### src/hw/rtl/idh_pkg.sv
`default_nettype none
package idh_pkg;

  localparam int KEY_W   = 32;
  localparam int ID_W    = 10;
  localparam int ID_NUM  = 1 << ID_W;
  localparam int COUNT_W = 11;
  localparam int ARITY_W = 3;
  localparam int STAT_W  = 3;
  localparam logic [ARITY_W-1:0] MAX_ARITY = 3'd4;
  localparam logic [KEY_W-1:0]   KEY_SIGN  = {1'b1, {(KEY_W-1){1'b0}}};

  localparam logic [1:0] OP_INSERT = 2'd0;
  localparam logic [1:0] OP_DELMIN = 2'd1;
  localparam logic [1:0] OP_UPDATE = 2'd2;

  localparam logic [STAT_W-1:0] ST_OK      = 3'd0;
  localparam logic [STAT_W-1:0] ST_FULL    = 3'd1;
  localparam logic [STAT_W-1:0] ST_EMPTY   = 3'd2;
  localparam logic [STAT_W-1:0] ST_ABSENT  = 3'd3;
  localparam logic [STAT_W-1:0] ST_PRESENT = 3'd4;

  typedef struct packed {
    logic [1:0]        op;
    logic signed [KEY_W-1:0] key;
    logic [ID_W-1:0]   id;
  } idh_in_t;

  typedef struct packed {
    logic signed [KEY_W-1:0] min_key;
    logic [ID_W-1:0]   min_id;
    logic [COUNT_W-1:0] count;
    logic              is_empty;
    logic [STAT_W-1:0] status;
  } idh_out_t;

  // key held biased (sign flipped) so an unsigned compare orders it
  typedef struct packed {
    logic [KEY_W-1:0] key;
    logic [ID_W-1:0]  id;
  } idh_ent_t;

  typedef enum logic [3:0] {
    S_CLEAR, S_IDLE, S_MAPCHK, S_DEL_A, S_DEL_B, S_UP_PAR, S_UP_CMP,
    S_DN_START, S_DN_CMP, S_DN_DEC, S_PLACE, S_ROOT, S_OUT
  } idh_state_t;

endpackage
`default_nettype wire

### src/hw/rtl/idh_parent.sv
`default_nettype none
module idh_parent
  import idh_pkg::*;
#(
  parameter int SW = 10
) (
  input  wire logic [SW-1:0]      slot,
  input  wire logic [ARITY_W-1:0] arity,
  output logic      [SW-1:0]      parent
);

  // divide by three as multiply by ceil(2^(SW+1)/3), exact below 2^SW
  localparam int unsigned RECIP = ((2 ** (SW + 1)) + 2) / 3;

  logic [SW-1:0]     x;
  logic [SW:0]       recip;
  logic [2*SW+1:0]   prod;

  assign x     = slot - SW'(1);
  assign recip = (SW+1)'(RECIP);
  assign prod  = {{(SW+2){1'b0}}, x} * {{(SW+1){1'b0}}, recip};

  always_comb begin
    case (arity)
      3'd3:    parent = prod[2*SW:SW+1];
      3'd4:    parent = x >> 2;
      default: parent = x >> 1;
    endcase
  end

endmodule
`default_nettype wire

### config.mk
export PLATFORM = sky130hd
export DESIGN_NAME = idh_parent
export DESIGN_NICKNAME = d
export VERILOG_FILES = /design/src/hw/rtl/idh_pkg.sv /design/src/hw/rtl/idh_parent.sv
export SDC_FILE = /design/constraint.sdc
export NUM_CORES = 1
export LEC_CHECK = 0
export BUFFER_PORTS_ARGS = -buffer_cell sky130_fd_sc_hd__buf_2
export CORE_MARGIN = 1.5
export CORE_UTILIZATION = 30
export DETAILED_ROUTE_END_ITERATION = 10
export PLACE_DENSITY = 0.49
export SYNTH_ARGS = -nofsm -noshare
export SYNTH_HDL_FRONTEND = slang
export SYNTH_SLANG_ARGS = --single-unit
### constraint.sdc
create_clock -name vclk -period 15.7
set_input_delay 0.785 -clock vclk [all_inputs]
set_output_delay 0.785 -clock vclk [all_outputs]
set_load 0.05 [all_outputs]
# Yosys cells after proc, flatten, opt, wreduce, memory -nomap -nowiden

Cells that the tools add are included.

$add $sub $neg: 1
$mul: 1
Div/mod/pow operators: 0
$lt $le $gt $ge: 0
Eq/ne operators: 2
Shift-type cells: 0
Muxes and demuxes: 1
Bitwise logic cells: 0
Reductions and logical operators: 0

Operators by type and width:

| cell                   | number |
|---|---|
| $mul 10x10->20 const B | 1 |
| $pmux 9 s2             | 1 |
| $sub 10x1->10 const B  | 1 |
| $eq 3x2->1 const B     | 1 |
| $eq 3x3->1 const B     | 1 |

Register bits: 0
Bits in latches: 0
Memory bits (writable): 0
Bits in read-only memories: 0
Input bits: 13
Output and inout bits: 10
Word-level logic and storage cells: 5
Memories kept: 0

# Longest topological paths before layout

Word-level depth: 3
Mapped depth: 21
Gate-level depth less buffers: 20

# Least setup slack after synthesis

No wires, ideal clock.

Kind: input to output
Start point: input slot[0]
End point: output parent[4]
Data arrival time: 6.748 ns
Required time: 14.915 ns
Slack: 8.167 ns
Cell stages on the path: 18
Buffers on the path: 0
Cells stage by stage: or4_4 -> or4_4 -> xor2_1 -> xor2_1 -> inv_1 -> ha_1 -> fa_1 -> fa_1 -> inv_1 -> fa_1 -> inv_1 -> ha_1 -> o21ai_0 -> nor2_1 -> nor4b_1 -> o21bai_1 -> xnor2_1 -> o21ai_0

Longest elaborated chain between the ends: 3

RTL lines:

| item            | RTL line         | source |
|---|---|---|
| from (decl)     | idh_parent.sv:7  | `input wire logic [SW-1:0] slot,` |
| $sub 10x1->10 * | idh_parent.sv:19 | `assign x = slot - SW'(1);` |
| $mul 10x10->20  | idh_parent.sv:21 | `assign prod = {{(SW+2){1'b0}}, x} * {{(SW+1){1'b0}}, recip};` |
| $pmux 9 s2 *    | idh_parent.sv:24 | `case (arity)` |
| to (decl)       | idh_parent.sv:9  | `output logic [SW-1:0] parent` |

Mark *: on every way between the ends. The rest lies on a longest branch, timed or not.

# Worst setup path after layout

Start point: input slot[0]
End point: output parent[5]

The elaborated chain is that of the path after synthesis.

==> flow_metrics.py <==
metrics = {
    "drt": {
        "drc": 0,
        "wl_per_cell_um": 14.5,
        "vias": 1841,
        "routed_wl_um": 5380,
        "detail_route.first_pass.iterations": 4,
        "first_iter_violations": 55,
        "ant_nets": 0,
        "drt-vias-per-instance": 4.98,
    },
    "final_layout": {
        "flops_and_latches": 0,
        "n_antenna_cell": 0,
        "final_nets": 368,
        "seqCellArea_sq_um": 0,
        "clock_buffers": 0,
        "final_area_sq_um": 2370,
        "syn_to_final_growth_pct": 9.23,
        "layout-drive-gt1-share_pct": 10.9,
    },
    "critical_path": {
        "critical_path_class": "input pin to primary output",
        "endpoint_kind": "primary output",
        "worstPathArrival_ns": 6.99,
        "worstPathMaxFanout": 7,
        "start_kind": "input pin",
        "cp.required_ns": 14.91,
        "setup.worst_path.start": "slot[0]",
    },
    "floorplan": {
        "ioPinCount": 23,
        "die-height_um": 88.0,
        "die_area_sq_um": 7750,
        "die_x_um": 88.0,
        "core.rowCount": 30,
        "core_area_sq_um": 6910,
        "start_util_pct": 31.4,
    },
    "power_and_ir_drop": {
        "ir_drop_v": 0.0000949,
        "p_leak_nw": 1.22,
        "power_density_nw_per_um2": 160,
    },
    "logic_synthesis": {
        "yosys-top-cells-count": "59 x ha_1, 43 x inv_1, 20 x fa_1, 17 x nand2_1",
        "synthMostInstantiatedCell": "ha_1",
        "netlist_instances": 259,
        "yosys.area.top_type": "ha_1",
        "synth.top_cell.area_share_pct": 34.0,
        "synth.net_count": 351,
        "yosysWarnings": 0,
        "yosys-top-cells-area": "ha_1 34%, fa_1 18%, inv_1 7.4%",
        "yosysUniqueCellTypes": 41,
        "postSynthAreaPerCell_sq_um": 8.37,
        "seq_area_frac_synth_pct": 0,
        "synth_area_sq_um": 2170,
    },
    "clocking": {
        "hold_buffers": 0,
        "cts_resized": 0,
        "cts_setup_buffers": 0,
    },
    "placed_design": {
        "place_area_sq_um": 2370,
        "dp.final_hpwl_um": 4890,
        "gp_congestion": 0.840,
        "io_buffers": 22,
    },
    "global_routing": {
        "grt_use_met1_pct": 21.1,
        "grt_antenna_before_repair": 0,
        "grt_start_max_net_pins": 13,
        "grt_pass1_vias": 1899,
        "top_usage_layer": "met2",
        "gr-usage-all-layers_pct": 15.1,
        "grt_overflow": 0,
        "grt_use_met3_pct": 0.0943,
        "gr-usage-met2_pct": 28.0,
        "grt_pass1_wl_um": 9240,
    },
    "run": {
        "timing.max_cap.violations": 0,
    },
    "outcome": {
        "status": "finished clean",
    },
    "sta": {
        "finalSetupTns_ns": 0,
        "layout_min_cycle_time_ns": 7.78,
        "hold_violations": 0,
        "tightest_slew_ns": 0.831,
        "rsz0062_at_grt": "no",
        "max-slew-margin-rel_pct": 44.2,
        "setup_viol": 0,
        "drv_slew": 0,
        "period_share_pct": 49.5,
        "fmax_mhz": 129,
    },
    "hold_path": {
        "hold_start": "arity[2]",
        "hp-class": "input pin to primary output",
    },
}
final timing paths:
check	to	slack [ns]	depth (start not counted)
max	parent[5]	7.92	20
min	parent[2]	2.08	4
cells in the final DEF, fill, tap and decap left out:
cell and n:
ha_1 59, a222oi_1 1, inv_2 1, a21o_1 2, and3_1 1, o31ai_1 3, a221oi_1 1, nor4b_1 1
nor2b_1 1, o22ai_1 2, a31oi_1 1, nand2b_1 1, or2_2 1, nand4_1 5, or3_1 2, nor3b_1 1
conb_1 1, nand2_1 17, nand3_1 4, mux2_2 2, buf_2 22, xor2_1 6, nor3_1 3, nor3_4 1
xnor2_1 12, nor4_1 1, o21bai_1 2, o211ai_1 4, o21ai_0 12, xor2_4 1, a22oi_1 3, inv_1 43
a21oi_1 12, nor2_1 12, and2_1 4, o211a_1 1, fa_1 20, a211oi_1 1, or4_4 2, o221ai_1 5
power breakdown:
group	internal [mW]	switching, mW	total, mW
registers	0	0	0
logic	0.150	0.229	0.378
clock network	0	0	0
layer usage:
metal	vias to the layer above	wire, um	share of wire (%)
met5	-	0	0
li1	932	-	-
met3	0	112	2.1
met2	35	2720	50
met4	0	0	0
met1	874	2550	47
metrics by stage:
stage / std cells / power, mW / hold WS (ns) / worst slack (ns) / util [%]
5_1_grt: 370 / 0.435 / 2.12 / 7.60 / 34.3
3_5_place_dp: 370 / 0.378 / 2.08 / 7.88 / 34.3
4_1_cts: 370 / 0.381 / 2.08 / 7.87 / 34.3
3_3_place_gp: 370 / 0.380 / 2.08 / 7.98 / 34.3
6_report: 370 / 0.378 / 2.08 / 7.92 / 34.3
2_1_floorplan: 259 / 0.294 / 2.02 / 8.17 / -
cell families (layout without fill, tap and decap cells):
group / after synthesis / count (layout) / share of synthesized area (%)
AND/OR/NAND/NOR: 57 / 57 / 13.8
multiplexers: 2 / 2 / 1.04
XOR/XNOR: 19 / 19 / 8.54
AO/OA/AOI/OAI: 50 / 50 / 14.9
other: 1 / 1 / 0.173
buffers and inverters: 51 / 66 / 9.00
adder cells (fa/ha/maj): 79 / 79 / 52.5
critical path, stage by stage:
cell and delay, ns:
buf_2 0.11, or4_4 0.55, or4_4 0.46, xor2_1 0.66, inv_1 0.19, and2_1 0.23
ha_1 0.36, fa_1 0.53, fa_1 0.51, inv_1 0.05, fa_1 0.51, inv_1 0.04
ha_1 0.29, a21oi_1 0.09, o211ai_1 0.17, o211ai_1 0.13, o21ai_0 0.50, mux2_2 0.40
o211ai_1 0.14, buf_2 0.28
final cells by class:
| cell class | instances | area (sq um) |
|---|---|---|
| Tap cell | 96 | 120 |
| Fill cell | 770 | 4540 |
| Multi-Input combinational cell | 208 | 1970 |
| Inverter | 44 | 165 |
| Timing Repair Buffer | 22 | 110 |
No activity file was read; power rests on OpenSTA's default activity.
