$ cat src/hw/rtl/idh_ram.sv
`default_nettype none
module idh_ram #(
  parameter int WIDTH = 8,
  parameter int DEPTH = 16
) (
  input  wire logic                     clk,
  input  wire logic                     we,
  input  wire logic [$clog2(DEPTH)-1:0] waddr,
  input  wire logic [WIDTH-1:0]         wdata,
  input  wire logic                     re,
  input  wire logic [$clog2(DEPTH)-1:0] raddr,
  output logic      [WIDTH-1:0]         rdata
);

  logic [WIDTH-1:0] mem [DEPTH];

  always_ff @(posedge clk) begin
    if (we) begin
      mem[waddr] <= wdata;
    end
    if (re) begin
      rdata <= mem[raddr];
    end
  end

endmodule
`default_nettype wire

$ cat config.mk
export PLATFORM = sky130hd
export DESIGN_NAME = idh_ram
export DESIGN_NICKNAME = d
export VERILOG_FILES = /design/src/hw/rtl/idh_ram.sv
export SDC_FILE = /design/constraint.sdc
export NUM_CORES = 1
export LEC_CHECK = 0
export CAP_MARGIN = 20
export CORE_MARGIN = 2
export CORE_UTILIZATION = 35
export CTS_BUF_LIST = sky130_fd_sc_hd__clkbuf_16
export DETAILED_ROUTE_END_ITERATION = 12
export DONT_BUFFER_PORTS = 1
export GPL_ROUTABILITY_DRIVEN = 0
export PLACE_DENSITY = 0.57
export RECOVER_POWER = 25
export SLEW_MARGIN = 10
export SYNTH_ARGS = -nofsm -noshare
export SYNTH_HDL_FRONTEND = slang
export SYNTH_SLANG_ARGS = --single-unit
$ cat constraint.sdc
create_clock -name clk -period 3.1 [get_ports clk]
set_input_delay 0.62 -clock clk [delete_from_list [all_inputs] [get_ports clk]]
set_output_delay 0.62 -clock clk [all_outputs]
set_load 0.03 [all_outputs]
* After elaboration in Yosys (flattened, before gate mapping)
Memories as Yosys holds them, arrays and structs flattened. A register that Yosys moved wholly into a read port is not among the register bits.
Cells that the tools add are included.
** Operators by class
- Mux-type cells :: 2
** Operators by type and width (number)
- two-way mux 1 bit :: 2
** Storage, ports and cells
- Register bits :: 0
- Memory bits (writable) :: 128
- Bits of input ports :: 19
- Output and inout port bits :: 8
- Logic and storage cells :: 3
- Memories :: 1
** Memory list
- mem :: words 16, bits a word 8, read ports 1, clocked after Yosys merged registers in 1, wr ports 1, line 15 : logic [WIDTH-1:0] mem [DEPTH];

* Longest topological paths before layout
- Depth after elaboration :: 2
- Depth in mapped cells :: 5
- Mapped depth without buffers :: 3

* Worst setup path before layout
No wires, ideal clock.
- Kind :: input -> register
- From :: input port waddr[2]
- To :: memory mem[0][0], enable pin
- Library setup time :: 0.383 ns
- Arrival :: 1.730 ns
- Required time :: 2.717 ns
- Slack :: 0.987 ns
- Cell stages on the path :: 2
- Buffers on the path :: 0
- Path through :: or3b_2 > nor3_1
** RTL lines
- from (decl) :: line 8 : input wire logic [$clog2(DEPTH)-1:0] waddr,
- to (decl) :: line 15
No word-level cell before the write port.

* Worst setup path in the final report
- From :: input port waddr[2]
- To :: memory mem[2][3], enable pin
No word-level cell before the write port.

==> flow_results.xml <==
<?xml version="1.0" encoding="UTF-8"?>
<metrics>
  <group name="cts">
    <metric name="cts_num_sinks" unit="">136</metric>
    <metric name="tritoncts.num_buffers" unit="">17</metric>
    <metric name="worst_skew_pair.late_latency" unit="ns">0.42</metric>
    <metric name="cts-root-to-sink-buffers" unit="">2</metric>
    <metric name="cts_resized" unit="">0</metric>
    <metric name="root_buffer" unit="">sky130_fd_sc_hd__clkbuf_16</metric>
    <metric name="clock_input_transition_at_the_sequential_cells_of_the_worst_setup_and_hold_paths" unit="ns">0.06</metric>
    <metric name="post_cts_buffers" unit="">0</metric>
    <metric name="cts_hold_buf" unit="">0</metric>
    <metric name="tritoncts" unit="">done</metric>
    <metric name="clock_tree.htree_level_count" unit="">4</metric>
  </group>
  <group name="setup_path">
    <metric name="worstSetupEndpointType" unit="">flop</metric>
    <metric name="setup.worst_path.start_class" unit="">input pin</metric>
    <metric name="worst-endpoint-arrival" unit="ns">1.71</metric>
    <metric name="critical_path.cell_chain" unit="">or3b_2 &gt; nor2_1</metric>
    <metric name="worst-path-max-fanout" unit="">8</metric>
    <metric name="cp_slowest_cell" unit="">sky130_fd_sc_hd__nor2_1</metric>
    <metric name="timing.critical_path.slowest_cell_delay" unit="ns">0.59</metric>
    <metric name="cp_top_family" unit="">simple AND/OR/NAND/NOR gates</metric>
    <metric name="critical_path_buf_inv_count" unit="">0</metric>
    <metric name="critical_path_class" unit="">input pin to flop</metric>
    <metric name="worstPathRequired" unit="ns">3.14</metric>
  </group>
  <group name="timing">
    <metric name="timing.hold.ws" unit="ns">0.2875</metric>
    <metric name="final.min_clock_period" unit="ns">1.670</metric>
    <metric name="fin_skew" unit="ns">0.01861</metric>
    <metric name="rsz0062_at_grt" unit="">no</metric>
    <metric name="worstMarginPinSlew" unit="ns">0.8341</metric>
    <metric name="hold_viol_final" unit="">0</metric>
    <metric name="slew-limit-headroom" unit="%">44.18</metric>
    <metric name="post-route-worst-setup-slack" unit="ns">1.430</metric>
    <metric name="final.setup.tns" unit="ns">0</metric>
    <metric name="maxSlewViolCount" unit="">0</metric>
    <metric name="final-setup-viol-count" unit="">0</metric>
    <metric name="clock.fmax" unit="GHz">0.5987</metric>
    <metric name="post-route-period-util" unit="%">53.88</metric>
  </group>
  <group name="grt">
    <metric name="initial_antenna_violation_count" unit="">0</metric>
    <metric name="first_global_vias" unit="">2468</metric>
    <metric name="globalRoute.totalOverflow" unit="">0</metric>
    <metric name="grt_start_max_net_pins" unit="">33</metric>
    <metric name="global_route.usage.total" unit="%">13.94</metric>
    <metric name="grt_pass1_wl" unit="mm">15.40</metric>
  </group>
  <group name="final_layout">
    <metric name="design_area" unit="um^2">6056</metric>
    <metric name="multiInputGateArea" unit="um^2">1057</metric>
    <metric name="fraction_of_layout_cells_with_a_size_suffix_above_1" unit="%">22.01</metric>
    <metric name="fill_cells" unit="">1245</metric>
    <metric name="nNetsFinal" unit="">265</metric>
    <metric name="ff_latch_area" unit="um^2">4084</metric>
    <metric name="syn_to_final_growth" unit="%">15.84</metric>
    <metric name="n_antenna_cell" unit="">0</metric>
  </group>
  <group name="floorplan">
    <metric name="die_h" unit="um">126.2</metric>
    <metric name="design.die.area" unit="um^2">15930</metric>
    <metric name="fp-row-count" unit="">44</metric>
    <metric name="die_width" unit="um">126.2</metric>
    <metric name="floorplan.core_area" unit="um^2">14590</metric>
    <metric name="floorplan.initialDensity" unit="%">35.83</metric>
    <metric name="boundaryPins" unit="">27</metric>
  </group>
  <group name="power">
    <metric name="p_total" unit="mW">4.330</metric>
    <metric name="worst_ir_drop_vdd" unit="uV">546.3</metric>
    <metric name="switching_share" unit="%">19.54</metric>
    <metric name="combPwrFrac" unit="%">2.6</metric>
    <metric name="sequentialPowerShare" unit="%">48.6</metric>
    <metric name="intPower" unit="mW">3.484</metric>
    <metric name="power.switching" unit="uW">846.0</metric>
    <metric name="p_leak" unit="nW">1.949</metric>
    <metric name="powerDensity" unit="nW/um^2">715.0</metric>
    <metric name="clock_share_of_power" unit="%">48.8</metric>
  </group>
  <group name="yosys">
    <metric name="yosys.area_share.adder" unit="%">0</metric>
    <metric name="synthXorXnorAreaFrac" unit="%">0</metric>
    <metric name="sequential_to_total_area_share_from_yosys_stat" unit="%">78.12</metric>
    <metric name="yosys.cell_types.count" unit="">18</metric>
    <metric name="main_combinational_cell_family_by_area_after_synthesis" unit="">multiplexers</metric>
    <metric name="synth_top_cells_by_area" unit="">sky130_fd_sc_hd__edfxtp_1 78%, sky130_fd_sc_hd__mux4_2 7.8%, sky130_fd_sc_hd__mux4_1 7.0%</metric>
    <metric name="ys_warn_count" unit="">0</metric>
    <metric name="mapped_nets" unit="">248</metric>
    <metric name="synthFlopType" unit="">sky130_fd_sc_hd__edfxtp_1</metric>
    <metric name="synth.mux.area_fraction" unit="%">14.79</metric>
    <metric name="synth_top_cell_area_share" unit="%">78.12</metric>
    <metric name="avgSynthCellArea" unit="um^2">22.83</metric>
    <metric name="syn_inst" unit="">229</metric>
    <metric name="post_synth_and_or_nand_nor_area_fraction" unit="%">3.135</metric>
    <metric name="synth_area_in_compound_gates" unit="%">2.298</metric>
    <metric name="synth_top_area_cell" unit="">sky130_fd_sc_hd__edfxtp_1</metric>
    <metric name="synthArstFlopShare" unit="%">0</metric>
    <metric name="synth.ff_latch_count" unit="">136</metric>
    <metric name="synthMostInstantiatedCell" unit="">sky130_fd_sc_hd__edfxtp_1</metric>
    <metric name="yosys-top-cells-count" unit="">136 x sky130_fd_sc_hd__edfxtp_1, 18 x sky130_fd_sc_hd__mux4_2, 16 x sky130_fd_sc_hd__a22oi_1</metric>
    <metric name="mappedNetlistArea" unit="um^2">5228</metric>
    <metric name="synth-edff-count" unit="">136</metric>
  </group>
  <group name="placement">
    <metric name="dpl_cell_area" unit="um^2">5431</metric>
    <metric name="port_buffers" unit="">0</metric>
    <metric name="preCtsSetupSlack" unit="ns">1.024</metric>
    <metric name="hpwlAfterDp" unit="mm">6.445</metric>
  </group>
  <group name="routing">
    <metric name="finalWirelength" unit="mm">10.29</metric>
    <metric name="vias" unit="">2319</metric>
    <metric name="post_drt_wl_per_cell" unit="um">23.23</metric>
    <metric name="drt_drc_violations_left" unit="">0</metric>
    <metric name="drt-vias-per-instance" unit="">5.235</metric>
    <metric name="detail_route.first_pass.iterations" unit="">4</metric>
    <metric name="antenna_violating_nets_post_route" unit="">0</metric>
    <metric name="drt_iter0_drc" unit="">183</metric>
  </group>
  <group name="job">
    <metric name="cap_violations" unit="">0</metric>
  </group>
  <group name="worst_hold_path">
    <metric name="hold_path_class" unit="">input pin to flop</metric>
  </group>
  <group name="outcome">
    <metric name="result_of_the_run" unit="">complete, no violations</metric>
  </group>
</metrics>
-- power groups by stage --
stage	combinational, mW	sequential (mW)	clock (mW)
2_1_floorplan	0.105	2.14	0
3_3_place_gp	0.112	2.14	0
3_5_place_dp	0.115	2.14	0
4_1_cts	0.115	2.10	2.15
5_1_grt	0.122	2.11	2.22
6_report	0.114	2.10	2.11
-- cells in the final DEF, fill, tap and decap left out --
| cell | synthesis | layout |
|---|---|---|
| sky130_fd_sc_hd__nand3_1 | 1 | 1 |
| sky130_fd_sc_hd__clkinvlp_4 | 0 | 3 |
| sky130_fd_sc_hd__nor2b_1 | 1 | 1 |
| sky130_fd_sc_hd__mux4_1 | 14 | 14 |
| sky130_fd_sc_hd__and2_1 | 1 | 1 |
| sky130_fd_sc_hd__inv_6 | 0 | 5 |
| sky130_fd_sc_hd__clkinv_2 | 0 | 1 |
| sky130_fd_sc_hd__nor3_1 | 4 | 4 |
| sky130_fd_sc_hd__inv_1 | 0 | 1 |
| sky130_fd_sc_hd__nand2b_1 | 2 | 2 |
| sky130_fd_sc_hd__nand2_1 | 9 | 9 |
| sky130_fd_sc_hd__clkbuf_16 | 0 | 17 |
| sky130_fd_sc_hd__bufinv_16 | 0 | 4 |
| sky130_fd_sc_hd__clkinv_1 | 0 | 1 |
| sky130_fd_sc_hd__and2b_1 | 1 | 1 |
| sky130_fd_sc_hd__buf_4 | 1 | 8 |
| sky130_fd_sc_hd__a22oi_1 | 16 | 16 |
| sky130_fd_sc_hd__nand3b_1 | 2 | 2 |
| sky130_fd_sc_hd__or3b_2 | 1 | 1 |
| sky130_fd_sc_hd__edfxtp_1 | 136 | 136 |
| sky130_fd_sc_hd__mux4_2 | 18 | 18 |
| sky130_fd_sc_hd__nor2_1 | 13 | 13 |
-- worst paths after layout --
path               from         to  slack (ns)  cells past startpoint
max            waddr[2]  mem[2][3]        1.43                      2
min            wdata[5]  mem[6][5]        0.29                      0
max reg2reg   mem[1][2]   rdata[2]        1.48                      3
min reg2reg  mem[11][3]   rdata[3]        0.77                      3
-- final cells by class --
class | instances | share of cell area [%]
sequential | 136 | 67.44
multi-input combinational | 83 | 17.46
clock buffer | 17 | 7.025
tap | 184 | 3.802
clock inverter | 15 | 3.285
timing repair buffer | 8 | 0.9917
-- per-stage QoR --
| step | utilization, % | cells |
|---|---|---|
| finish | 41.51 | 443 |
| detailed placement | 37.23 | 411 |
| global route | 41.51 | 443 |
| global placement | 37.23 | 411 |
| floorplan | - | 229 |
| CTS | 41.51 | 443 |
-- cell families after synthesis --
kind of cell | after synthesis
and+or+nand+nor | 35
buffers and inverters | 10
DFF | 136
muxes | 32
AOI/OAI and AO/OA | 16
-- worst reg2reg max path, cell delays in order, from the launching register on --
cell,delay [ns]
sky130_fd_sc_hd__edfxtp_1,0.35
sky130_fd_sc_hd__mux4_1,0.50
sky130_fd_sc_hd__a22oi_1,0.35
sky130_fd_sc_hd__nand2_1,0.14
-- layer usage --
layer,vias up,GRT usage [%],routed length [um]
met3,19,5.692,798
li1,1016,-,-
met2,80,21.47,4969
met1,1204,17.55,4350
met4,0,5.818,173
met5,-,0,0
-- flip-flops by register name, summed over array words and instances (netlist names) --
name   cells
rdata      8
mem      128
Power figures use the tool's default switching activity.
